**config.mk**
```make
export PLATFORM = sky130hd
export DESIGN_NAME = number_token_extractor_unit
export DESIGN_NICKNAME = d
export VERILOG_FILES = /design/src/ntx_pkg.sv /design/src/ntx_front.sv /design/src/ntx_queue.sv /design/src/ntx_back.sv /design/src/number_token_extractor_unit.sv
export SDC_FILE = /design/constraint.sdc
export NUM_CORES = 1
export LEC_CHECK = 0
export ABC_AREA = 1
export BUFFER_PORTS_ARGS = -buffer_cell sky130_fd_sc_hd__buf_2
export CAP_MARGIN = 20
export CORE_ASPECT_RATIO = 0.8
export CORE_MARGIN = 8
export CORE_UTILIZATION = 55
export CTS_BUF_LIST = sky130_fd_sc_hd__clkbuf_4 sky130_fd_sc_hd__clkbuf_8 sky130_fd_sc_hd__clkbuf_16
export CTS_CLUSTER_SIZE = 30
export DETAILED_ROUTE_END_ITERATION = 10
export HOLD_SLACK_MARGIN = 0.03
export PLACE_DENSITY_LB_ADDON = 0.1
export SYNTH_ARGS = -nofsm -noshare
export SYNTH_HDL_FRONTEND = slang
export SYNTH_SLANG_ARGS = --single-unit
```
**constraint.sdc**
```tcl
create_clock -name i_clk -period 3.46 [get_ports i_clk]
set_input_delay 0.173 -clock i_clk [delete_from_list [all_inputs] [get_ports i_clk]]
set_output_delay 0.173 -clock i_clk [all_outputs]
set_load 0.005 [all_outputs]
```
**src/ntx_pkg.sv**
```systemverilog
`timescale 1ns / 1ps
// ============================================================================
// ntx_pkg
// Shared types and codes for the number token extractor: parse phases,
// stop codes, character constants and the configuration bundle.
// ============================================================================
package ntx_pkg;

    localparam int DEF_MAX_CHARS = 64;

    localparam logic [3:0] PH_IDLE   = 4'd0;
    localparam logic [3:0] PH_SIGN   = 4'd1;
    localparam logic [3:0] PH_INT    = 4'd2;
    localparam logic [3:0] PH_FRAC   = 4'd3;
    localparam logic [3:0] PH_EMARK  = 4'd4;
    localparam logic [3:0] PH_EXP    = 4'd5;
    localparam logic [3:0] PH_POSTIM = 4'd6;

    localparam logic [1:0] ST_RUN = 2'd0;
    localparam logic [1:0] ST_SEP = 2'd1;
    localparam logic [1:0] ST_ILL = 2'd2;
    localparam logic [1:0] ST_END = 2'd3;

    localparam logic [1:0] REG_POINT_IS_PERIOD  = 2'd0;
    localparam logic [1:0] REG_GROUPING_ENABLED = 2'd1;
    localparam logic [1:0] REG_REAL_ONLY        = 2'd2;

    localparam logic [7:0] C_PLUS  = 8'h2B;
    localparam logic [7:0] C_MINUS = 8'h2D;
    localparam logic [7:0] C_0     = 8'h30;
    localparam logic [7:0] C_1     = 8'h31;
    localparam logic [7:0] C_9     = 8'h39;
    localparam logic [7:0] C_DOT   = 8'h2E;
    localparam logic [7:0] C_COMMA = 8'h2C;
    localparam logic [7:0] C_UE    = 8'h45;
    localparam logic [7:0] C_LE    = 8'h65;
    localparam logic [7:0] C_I     = 8'h69;
    localparam logic [7:0] C_SPACE = 8'h20;

    typedef struct packed {
        logic point_is_period;
        logic grouping_enabled;
        logic real_only;
    } t_cfg;

endpackage

```
**src/ntx_front.sv**
```systemverilog
`timescale 1ns / 1ps
// ============================================================================
// ntx_front
// Per-character parse step: classifies the character, updates the parse
// state and hands a job of up to two output characters to the queue.
// ============================================================================
module ntx_front
    import ntx_pkg::*;
#(
    parameter int  MAX_CHARS = DEF_MAX_CHARS,
    parameter int  CW        = $clog2(MAX_CHARS + 1),
    parameter type t_job     = logic
) (
    input  logic       i_clk,
    input  logic       i_rst_n,
    input  t_cfg       i_cfg,
    input  logic       i_valid,
    input  logic [7:0] i_ch,
    input  logic       i_restart,
    input  logic       i_last,
    input  logic       i_q_ready,
    output logic       o_ready,
    output logic       o_push,
    output t_job       o_job
);

    logic [3:0]    r_phase, n_phase;
    logic [CW-1:0] r_dig, n_dig;
    logic [CW-1:0] r_len, n_len;
    logic [CW-1:0] r_idx, n_idx;
    logic          r_imag, n_imag;
    logic          r_halted, n_halted;

    logic          w_step;
    logic [1:0]    w_status;
    logic [CW-1:0] w_pos;
    logic [1:0]    w_n;
    logic [7:0]    w_c0, w_c1;

    assign o_ready = i_q_ready;
    assign w_step  = i_valid && i_q_ready && !(r_halted && !i_restart);
    assign o_push  = w_step;

    always_comb begin
        logic [3:0]    p;
        logic [CW-1:0] dig, len, idx;
        logic          im, hlt, act, cd, a0, a1;
        logic [1:0]    stop, e_n;
        logic [7:0]    e0, e1, dot, grp;

        p    = i_restart ? PH_IDLE : r_phase;
        dig  = i_restart ? '0 : r_dig;
        len  = i_restart ? '0 : r_len;
        idx  = i_restart ? '0 : r_idx;
        im   = i_restart ? 1'b0 : r_imag;
        hlt  = 1'b0;
        dot  = i_cfg.point_is_period ? C_DOT : C_COMMA;
        grp  = i_cfg.point_is_period ? C_COMMA : C_DOT;
        act  = (p == PH_INT) || (p == PH_FRAC) || (p == PH_EXP);
        n_phase = p;
        stop = ST_RUN;
        e_n  = 2'd0;
        e0   = 8'h00;
        e1   = 8'h00;
        cd   = 1'b0;
        n_imag = im;
        w_status = ST_RUN;
        w_pos    = '0;

        if (i_ch == C_PLUS || i_ch == C_MINUS) begin
            if (p == PH_IDLE) begin
                if (i_ch == C_MINUS) begin
                    e_n = 2'd1;
                    e0  = i_ch;
                end
                n_phase = PH_SIGN;
            end else if (act || p == PH_POSTIM) begin
                stop = ST_SEP;
            end else if (p == PH_EMARK) begin
                if (i_ch == C_MINUS) begin
                    e_n = 2'd1;
                    e0  = i_ch;
                end
                n_phase = PH_EXP;
            end else begin
                stop = ST_ILL;
            end
        end else if (i_ch >= C_0 && i_ch <= C_9) begin
            if (p == PH_IDLE || p == PH_SIGN || act) begin
                if (p == PH_IDLE || p == PH_SIGN) n_phase = PH_INT;
                e_n = 2'd1;
                e0  = i_ch;
                cd  = 1'b1;
            end else if (p == PH_EMARK) begin
                e_n = 2'd1;
                e0  = i_ch;
                cd  = 1'b1;
                n_phase = PH_EXP;
            end else begin
                stop = ST_ILL;
            end
        end else if (i_cfg.grouping_enabled && i_ch == grp) begin
            if (p != PH_INT) stop = ST_ILL;
        end else if (i_ch == C_DOT || i_ch == C_COMMA) begin
            if (p == PH_IDLE || p == PH_SIGN) begin
                e_n = 2'd2;
                e0  = C_0;
                e1  = dot;
                n_phase = PH_FRAC;
            end else if (p == PH_INT) begin
                e_n = 2'd1;
                e0  = dot;
                n_phase = PH_FRAC;
            end else begin
                stop = ST_ILL;
            end
        end else if (i_ch == C_UE || i_ch == C_LE) begin
            if (p == PH_SIGN) begin
                e_n = 2'd2;
                e0  = C_1;
                e1  = C_LE;
                cd  = 1'b1;
                n_phase = PH_EMARK;
            end else if (p == PH_INT || p == PH_FRAC) begin
                e_n = 2'd1;
                e0  = C_LE;
                n_phase = PH_EMARK;
            end else begin
                stop = ST_ILL;
            end
        end else if (i_ch == C_I && !i_cfg.real_only) begin
            if (p == PH_IDLE || p == PH_SIGN) begin
                n_imag  = 1'b1;
                n_phase = PH_INT;
            end else if (act) begin
                n_imag  = 1'b1;
                n_phase = PH_POSTIM;
            end else begin
                stop = ST_ILL;
            end
        end else if (i_ch == C_SPACE) begin
            if (p == PH_IDLE || p == PH_SIGN) begin
                n_phase = p;
            end else if (act || p == PH_POSTIM) begin
                stop = ST_SEP;
            end else begin
                stop = ST_ILL;
            end
        end else if (p != PH_IDLE) begin
            stop = ST_ILL;
        end

        if (stop != ST_RUN) begin
            if (dig == '0 && n_imag) begin
                e_n = 2'd1;
                e0  = C_1;
                cd  = 1'b1;
                hlt = 1'b1;
                w_status = stop;
                w_pos    = idx;
            end else if (dig == '0) begin
                n_phase = PH_IDLE;
            end else begin
                hlt = 1'b1;
                w_status = stop;
                w_pos    = idx;
            end
        end

        // emitted characters are dropped once the buffer is full
        a0 = (e_n != 2'd0) && (len < CW'(MAX_CHARS));
        a1 = (e_n == 2'd2) && (len < CW'(MAX_CHARS - 1));
        w_n  = a1 ? 2'd2 : (a0 ? 2'd1 : 2'd0);
        w_c0 = e0;
        w_c1 = e1;
        n_len = len + CW'(w_n);
        n_dig = (cd && dig < CW'(MAX_CHARS)) ? dig + CW'(1) : dig;
        n_idx = (idx < CW'(MAX_CHARS)) ? idx + CW'(1) : idx;

        if (!hlt && i_last) begin
            hlt = 1'b1;
            w_status = ST_END;
            w_pos    = n_idx;
        end
        n_halted = hlt;
    end

    always_comb begin
        o_job        = '0;
        o_job.n      = w_n;
        o_job.c0     = w_c0;
        o_job.c1     = w_c1;
        o_job.status = w_status;
        o_job.pos    = w_pos;
        o_job.dig    = n_dig;
        o_job.len    = n_len;
        o_job.imag   = n_imag;
    end

    always_ff @(posedge i_clk) begin
        if (!i_rst_n) begin
            r_phase  <= PH_IDLE;
            r_dig    <= '0;
            r_len    <= '0;
            r_idx    <= '0;
            r_imag   <= 1'b0;
            r_halted <= 1'b0;
        end else if (w_step) begin
            r_phase  <= n_phase;
            r_dig    <= n_dig;
            r_len    <= n_len;
            r_idx    <= n_idx;
            r_imag   <= n_imag;
            r_halted <= n_halted;
        end
    end

endmodule

```
**src/ntx_queue.sv**
```systemverilog
`timescale 1ns / 1ps
// ============================================================================
// ntx_queue
// Two-entry job queue between the parse front and the output back.
// ============================================================================
module ntx_queue
    import ntx_pkg::*;
#(
    parameter type t_job = logic
) (
    input  logic i_clk,
    input  logic i_rst_n,
    input  logic i_push,
    input  t_job i_job,
    output logic o_ready,
    input  logic i_pop,
    output logic o_valid,
    output t_job o_job
);

    t_job       r_mem [2];
    logic       r_wr, r_rd;
    logic [1:0] r_cnt;

    assign o_ready = (r_cnt != 2'd2);
    assign o_valid = (r_cnt != 2'd0);
    assign o_job   = r_mem[r_rd];

    always_ff @(posedge i_clk) begin
        if (i_push) begin
            r_mem[r_wr] <= i_job;
        end
    end

    always_ff @(posedge i_clk) begin
        if (!i_rst_n) begin
            r_wr  <= 1'b0;
            r_rd  <= 1'b0;
            r_cnt <= 2'd0;
        end else begin
            if (i_push) r_wr <= ~r_wr;
            if (i_pop)  r_rd <= ~r_rd;
            r_cnt <= r_cnt + {1'b0, i_push} - {1'b0, i_pop};
        end
    end

endmodule

```
**src/ntx_back.sv**
```systemverilog
`timescale 1ns / 1ps
// ============================================================================
// ntx_back
// Output side: splits each job into one or two result beats and holds
// them in the output register until taken.
// ============================================================================
module ntx_back
    import ntx_pkg::*;
#(
    parameter int  CW    = 7,
    parameter int  OUT_W = 32,
    parameter type t_job = logic
) (
    input  logic             i_clk,
    input  logic             i_rst_n,
    input  logic             i_q_valid,
    input  t_job             i_job,
    output logic             o_pop,
    output logic             o_tvalid,
    input  logic             i_tready,
    output logic [OUT_W-1:0] o_tdata,
    output logic             o_tlast,
    output logic             o_tuser
);

    localparam int OUT_BITS = 8 + 2 + 3 * CW + 1;

    logic                r_valid;
    logic                r_second;
    logic [OUT_W-1:0]    r_data;
    logic                r_last;
    logic                r_user;
    logic                w_load;
    logic [7:0]          w_char;
    logic [OUT_BITS-1:0] w_payload;

    assign w_load    = !r_valid || i_tready;
    assign w_char    = r_second ? i_job.c1 : ((i_job.n != 2'd0) ? i_job.c0 : 8'h00);
    assign w_payload = {i_job.imag, i_job.len, i_job.dig, i_job.pos, i_job.status, w_char};
    assign o_pop     = w_load && i_q_valid && (r_second || i_job.n != 2'd2);

    assign o_tvalid = r_valid;
    assign o_tdata  = r_data;
    assign o_tlast  = r_last;
    assign o_tuser  = r_user;

    always_ff @(posedge i_clk) begin
        if (w_load && i_q_valid) begin
            r_data <= OUT_W'(w_payload);
            r_user <= (i_job.n != 2'd0);
            r_last <= r_second || (i_job.n != 2'd2);
        end
    end

    always_ff @(posedge i_clk) begin
        if (!i_rst_n) begin
            r_valid  <= 1'b0;
            r_second <= 1'b0;
        end else if (w_load) begin
            r_valid <= i_q_valid;
            if (i_q_valid) begin
                r_second <= !r_second && (i_job.n == 2'd2);
            end
        end
    end

endmodule

```
**src/number_token_extractor_unit.sv**
```systemverilog
`timescale 1ns / 1ps
// ============================================================================
// number_token_extractor_unit
// Number-recognition state machine over a character stream, emitting the
// normalised numeric substring one character per result beat.
// ============================================================================
//  channel  | dir | handshake            | payload
//  ---------+-----+----------------------+-----------------------------------
//  s (char) | in  | i_s_tvalid/o_s_tready| ch; tuser restart; tlast last char
//  m (res)  | out | o_m_tvalid/i_m_tready| char..flags; tuser char_valid;
//           |     |                      | tlast last result of the character
//  cfg      | in  | i_cfg_valid/         | register index, one data bit
//           |     |   o_cfg_ready        |
//
//  One character per cycle into the parse front while the job queue has room;
//  a character yielding two output characters occupies the output register
//  for two result beats. Each job passes through the queue and the output register.
//  The two-entry job queue lets the front keep accepting while the output
//  is stalled; it stops only when the queue is full.
//  Reset (synchronous, active low) clears parse state, queue and config.
//  A halted parse accepts characters without producing beats until restart.
// ============================================================================
module number_token_extractor_unit
    import ntx_pkg::*;
#(
    parameter int MAX_CHARS = DEF_MAX_CHARS,
    parameter int CW        = $clog2(MAX_CHARS + 1),
    parameter int OUT_W     = ((8 + 2 + 3 * CW + 1 + 7) / 8) * 8
) (
    input  logic             i_clk,
    input  logic             i_rst_n,
    input  logic             i_s_tvalid,
    output logic             o_s_tready,
    input  logic [7:0]       i_s_tdata,  // [7:0] ch
    input  logic             i_s_tlast,
    input  logic             i_s_tuser,  // [0] restart
    output logic             o_m_tvalid,
    input  logic             i_m_tready,
    output logic [OUT_W-1:0] o_m_tdata,  // out_char, status, stop_position,
                                         // digit_count, out_length, is_imag
    output logic             o_m_tlast,
    output logic             o_m_tuser,  // [0] char_valid
    input  logic             i_cfg_valid,
    output logic             o_cfg_ready,
    input  logic [1:0]       i_cfg_index,
    input  logic             i_cfg_data
);

    typedef struct packed {
        logic [1:0]    n;
        logic [7:0]    c0;
        logic [7:0]    c1;
        logic [1:0]    status;
        logic [CW-1:0] pos;
        logic [CW-1:0] dig;
        logic [CW-1:0] len;
        logic          imag;
    } t_job;

    t_cfg r_cfg;
    logic w_q_ready, w_push, w_pop, w_q_valid;
    t_job w_push_job, w_head;

    assign o_cfg_ready = 1'b1;

    always_ff @(posedge i_clk) begin
        if (!i_rst_n) begin
            r_cfg.point_is_period  <= 1'b1;
            r_cfg.grouping_enabled <= 1'b0;
            r_cfg.real_only        <= 1'b0;
        end else if (i_cfg_valid) begin
            case (i_cfg_index)
                REG_POINT_IS_PERIOD:  r_cfg.point_is_period  <= i_cfg_data;
                REG_GROUPING_ENABLED: r_cfg.grouping_enabled <= i_cfg_data;
                REG_REAL_ONLY:        r_cfg.real_only        <= i_cfg_data;
                default: ;
            endcase
        end
    end

    ntx_front #(
        .MAX_CHARS(MAX_CHARS),
        .CW       (CW),
        .t_job    (t_job)
    ) u_front (
        .i_clk    (i_clk),
        .i_rst_n  (i_rst_n),
        .i_cfg    (r_cfg),
        .i_valid  (i_s_tvalid),
        .i_ch     (i_s_tdata),
        .i_restart(i_s_tuser),
        .i_last   (i_s_tlast),
        .i_q_ready(w_q_ready),
        .o_ready  (o_s_tready),
        .o_push   (w_push),
        .o_job    (w_push_job)
    );

    ntx_queue #(
        .t_job(t_job)
    ) u_queue (
        .i_clk  (i_clk),
        .i_rst_n(i_rst_n),
        .i_push (w_push),
        .i_job  (w_push_job),
        .o_ready(w_q_ready),
        .i_pop  (w_pop),
        .o_valid(w_q_valid),
        .o_job  (w_head)
    );

    ntx_back #(
        .CW   (CW),
        .OUT_W(OUT_W),
        .t_job(t_job)
    ) u_back (
        .i_clk    (i_clk),
        .i_rst_n  (i_rst_n),
        .i_q_valid(w_q_valid),
        .i_job    (w_head),
        .o_pop    (w_pop),
        .o_tvalid (o_m_tvalid),
        .i_tready (i_m_tready),
        .o_tdata  (o_m_tdata),
        .o_tlast  (o_m_tlast),
        .o_tuser  (o_m_tuser)
    );

endmodule

```
==> results by group <==
Critical path
  • Worst R2R Setup Slack: 230 ps
  • FF-to-FF Start: u_front.r_phase[2]
  • R2R Path End: u_front.r_len[4]
  • CP arrival: 3550 ps
  • Crit Path Class: reg -> reg
  • Endpoint type of the worst setup path: flip-flop
  • Critical Path Start: u_front.r_phase[2]
  • Worst R2R Path Depth: 15
  • CP max FO: 8
  • Element type at the critical path start: flip-flop
  • CP required: 3780 ps

GRT
  • GRT overflow: 0
  • Via count of the first global-routing pass: 4842
  • First-pass GRT wire length: 24.11 mm
  • Gr usage total: 18.95%
  • Largest net degree at the start of global routing: 40
  • Initial antenna violation count: 0

Timing
  • Worst slew pin tran: 827.4 ps
  • Relative slew margins: 44.78%
  • Final period utilization: 93.25%
  • Final-report setup violation count: 0
  • Crit path time final: 3226 ps
  • Slew Limit Fails: 0
  • RSZ-0062 raised after global routing: no
  • Max Clock Skew: 10.74 ps
  • Fin. Hold Viols: 0
  • Achievable Freq: 309.9 MHz

CTS
  • Clock Pin Slew Worst Setup and Hold Paths: 60 ps
  • Clk root buf: clkbuf_16
  • CTS HTree Levels: 4
  • TritonCTS clock tree: built
  • Worst-Skew Late Latency: 420 ps
  • Num Clock Sinks: 147
  • TritonCTS Buffers: 17
  • Max clock buf depth: 2

Die
  • Initial Util: 56.15%
  • Core ar.: 12120 um2
  • Die Wd: 140.4 um
  • Die H: 115.5 um
  • Die area: 16210 um2
  • Rows: 36
  • I/O pin total: 55

Power
  • Pwr Total: 5.706 mW
  • Pwr Density: 714.5 nW/um2
  • Peak supply drop: 0.4356 mV
  • Leakage dissipation: 3.382 nW

Routing
  • DR vias: 4968
  • Average routed wire per standard cell: 15.30 um
  • Drt pass-1 iters: 5
  • Routed Antenna Nets: 0
  • First DRT Iteration DRCs: 411
  • WL final: 14.41 mm
  • Vias/cell: 5.274
  • # DRC: 0

Logic synthesis
  • Ys async rst share: 0%
  • Yosys reg bits: 147
  • Cell variety after synth: 48
  • Largest cells by area after synthesis: edfxtp_1 49%, dfxtp_1 11%, nand2_1 8.1%, inv_1 4.9%, nor2_1 3.6%
  • Post-Synthesis Cell Area: 6804 um2
  • Yosys top cell by area: edfxtp_1
  • Main synth FF type: edfxtp_1
  • Synthesized area per cell: 9.651 um2
  • Yosys warning count: 0
  • Cells after Synth: 705
  • Post-synthesis sequential area ratio: 59.43%
  • Post-synth top cells: 147 x nand2_1, 110 x edfxtp_1, 89 x inv_1
  • Most common cell in the netlist: nand2_1
  • Post-synth EDFFs: 110
  • Post-synth top area share: 48.55%

Cells and area
  • Syn-to-layout area delta: 17.38%
  • Layout cell share with drive strength beyond 1: 20.63%
  • Ant diodes: 0
  • Design area: 7986 um2
  • NumNets Final: 803
  • Post-Layout Cell Count: 942

Placement
  • Area post-placement: 7353 um2
  • Number of buffers inserted by port buffering: 53
  • RD Place Congestion: 0.9113
  • Dpl hpwl: 10.20 mm
  • Inst Count DP: 909

Min path
  • Worst Hold Class: in -> reg
  • Min-Delay Path Depth: 3
  • Endpoint, Worst Hold: r_cfg[0]
  • Hold path startpoint: i_cfg_valid

Outcome
  • Status: completed

Job
  • Max-Cap Viols: 0
kinds of logic after synthesis:
logic type                 share of synthesized area (%)
DFF                                                59.43
buffers and inverters                              7.006
muxes                                             0.7356
other                                             0.1104
and+or+nand+nor                                    20.38
AOI/OAI and AO/OA                                  9.084
adders and majority gates                          1.581
xor gates and xnor gates                           1.673
stage by stage:
| stage | hold slack (ps) | utilization, % | worst slack [ps] | TNS [ps] |
|---|---|---|---|---|
| after floorplan | 303.4 | - | 335.0 | 0 |
| after global placement | 443.2 | 60.69 | 9.031 | 0 |
| after detailed placement | 450.5 | 60.69 | -25.72 | -43.86 |
| after CTS | 42.53 | 65.71 | 68.94 | 0 |
| after global routing | 91.68 | 65.91 | 18.24 | 0 |
| final | 57.95 | 65.91 | 233.6 | 0 |
placed cells by master (no fill, tap or decap), drive strengths merged:
| master | count |
|---|---|
| nand2 | 161 |
| edfxtp | 110 |
| inv | 102 |
| nor2 | 77 |
| buf | 71 |
| o21ai | 51 |
| nand3 | 38 |
| dfxtp | 37 |
| a21oi | 37 |
| clkbuf | 19 |
| nor3 | 11 |
| xor2 | 10 |
| nand4 | 9 |
| clkinv | 9 |
| ha | 7 |
| o211ai | 5 |
| mux2i | 5 |
| nor4 | 4 |
| a31oi | 3 |
| xnor2 | 3 |
| o22ai | 3 |
| conb | 3 |
| a211oi | 2 |
| bufinv | 2 |
| and3 | 1 |
| or2 | 1 |
| nor3b | 1 |
| o32ai | 1 |
| o2111ai | 1 |
| a21boi | 1 |
| o311ai | 1 |
| a32oi | 1 |
| fa | 1 |
| clkinvlp | 1 |
| dlygate4sd3 | 1 |
critical path, cell delays in order, from the launching register on:
cell and delay (ps):
dfxtp_1 360, o21ai_4 320, nand2_1 160, nor3_1 400
inv_1 110, o21ai_0 160, nand2_1 110, a21oi_2 170
ha_1 180, inv_1 60, fa_2 380, nor3_4 190
nor2_1 90, a21oi_2 170, nor2_1 60, a211oi_1 190
where the power goes:
part           internal, mW  switching (mW)  total [mW]
Sequential             2.45           0.116        2.56
Clock                  1.10           0.727        1.83
Combinational         0.441           0.875        1.32
flip-flops by register name, summed over array words and instances (netlist names), named ones only:
name	cells
u_back.o_tlast	1
r_cfg	3
u_queue.r_wr	1
u_queue.r_mem	76
u_front.r_halted	1
u_front.r_imag	1
u_queue.r_cnt	2
u_back.o_tdata	32
u_front.r_dig	7
u_front.r_len	7
u_front.r_phase	4
u_queue.r_rd	1
u_back.o_tuser	1
u_back.o_tvalid	1
u_back.r_second	1
u_front.r_idx	7
layout make-up:
cell class	instances	area, um2
Fill cell	959	4130
Clock buffer	19	446.7
Clock inverter	13	151.4
Tap cell	152	190.2
Inverter	101	384.1
Sequential cell	147	4044
Timing Repair Buffer	72	435.4
Multi-Input combinational cell	438	2335
layer usage:
| metal | share of wire, % | wire length, um | GRT usage [%] | up-vias |
|---|---|---|---|---|
| met5 | 0 | 0 | 0 | - |
| met4 | 1.1 | 159 | 5.483 | 0 |
| met3 | 5.9 | 850 | 6.011 | 16 |
| met2 | 47 | 6735 | 30.68 | 153 |
| met1 | 46 | 6666 | 24.12 | 2305 |
| li1 | - | - | - | 2494 |
what timing repair did:
| action | 4_1_cts | 5_1_grt |
|---|---|---|
| setup buffers | 0 | 0 |
| setup endpoints to repair | 0 | 12 |
| hold buffers | 1 | 0 |
| gates resized for setup | 0 | 8 |
| hold endpoints to repair | 1 | 0 |
worst max path at each step:
stage                             endpoint  slack [ps]  depth (start not counted)
after floorplan           u_front.r_len[6]         340                         22
after global placement    u_front.r_len[6]           9                         18
after detailed placement  u_front.r_len[4]         -30                         18
after CTS                 u_front.r_len[4]          70                         21
after global routing      u_front.r_len[5]          20                         25
final                     u_front.r_len[4]         230                         15
(Power assumes the default switching activity.)
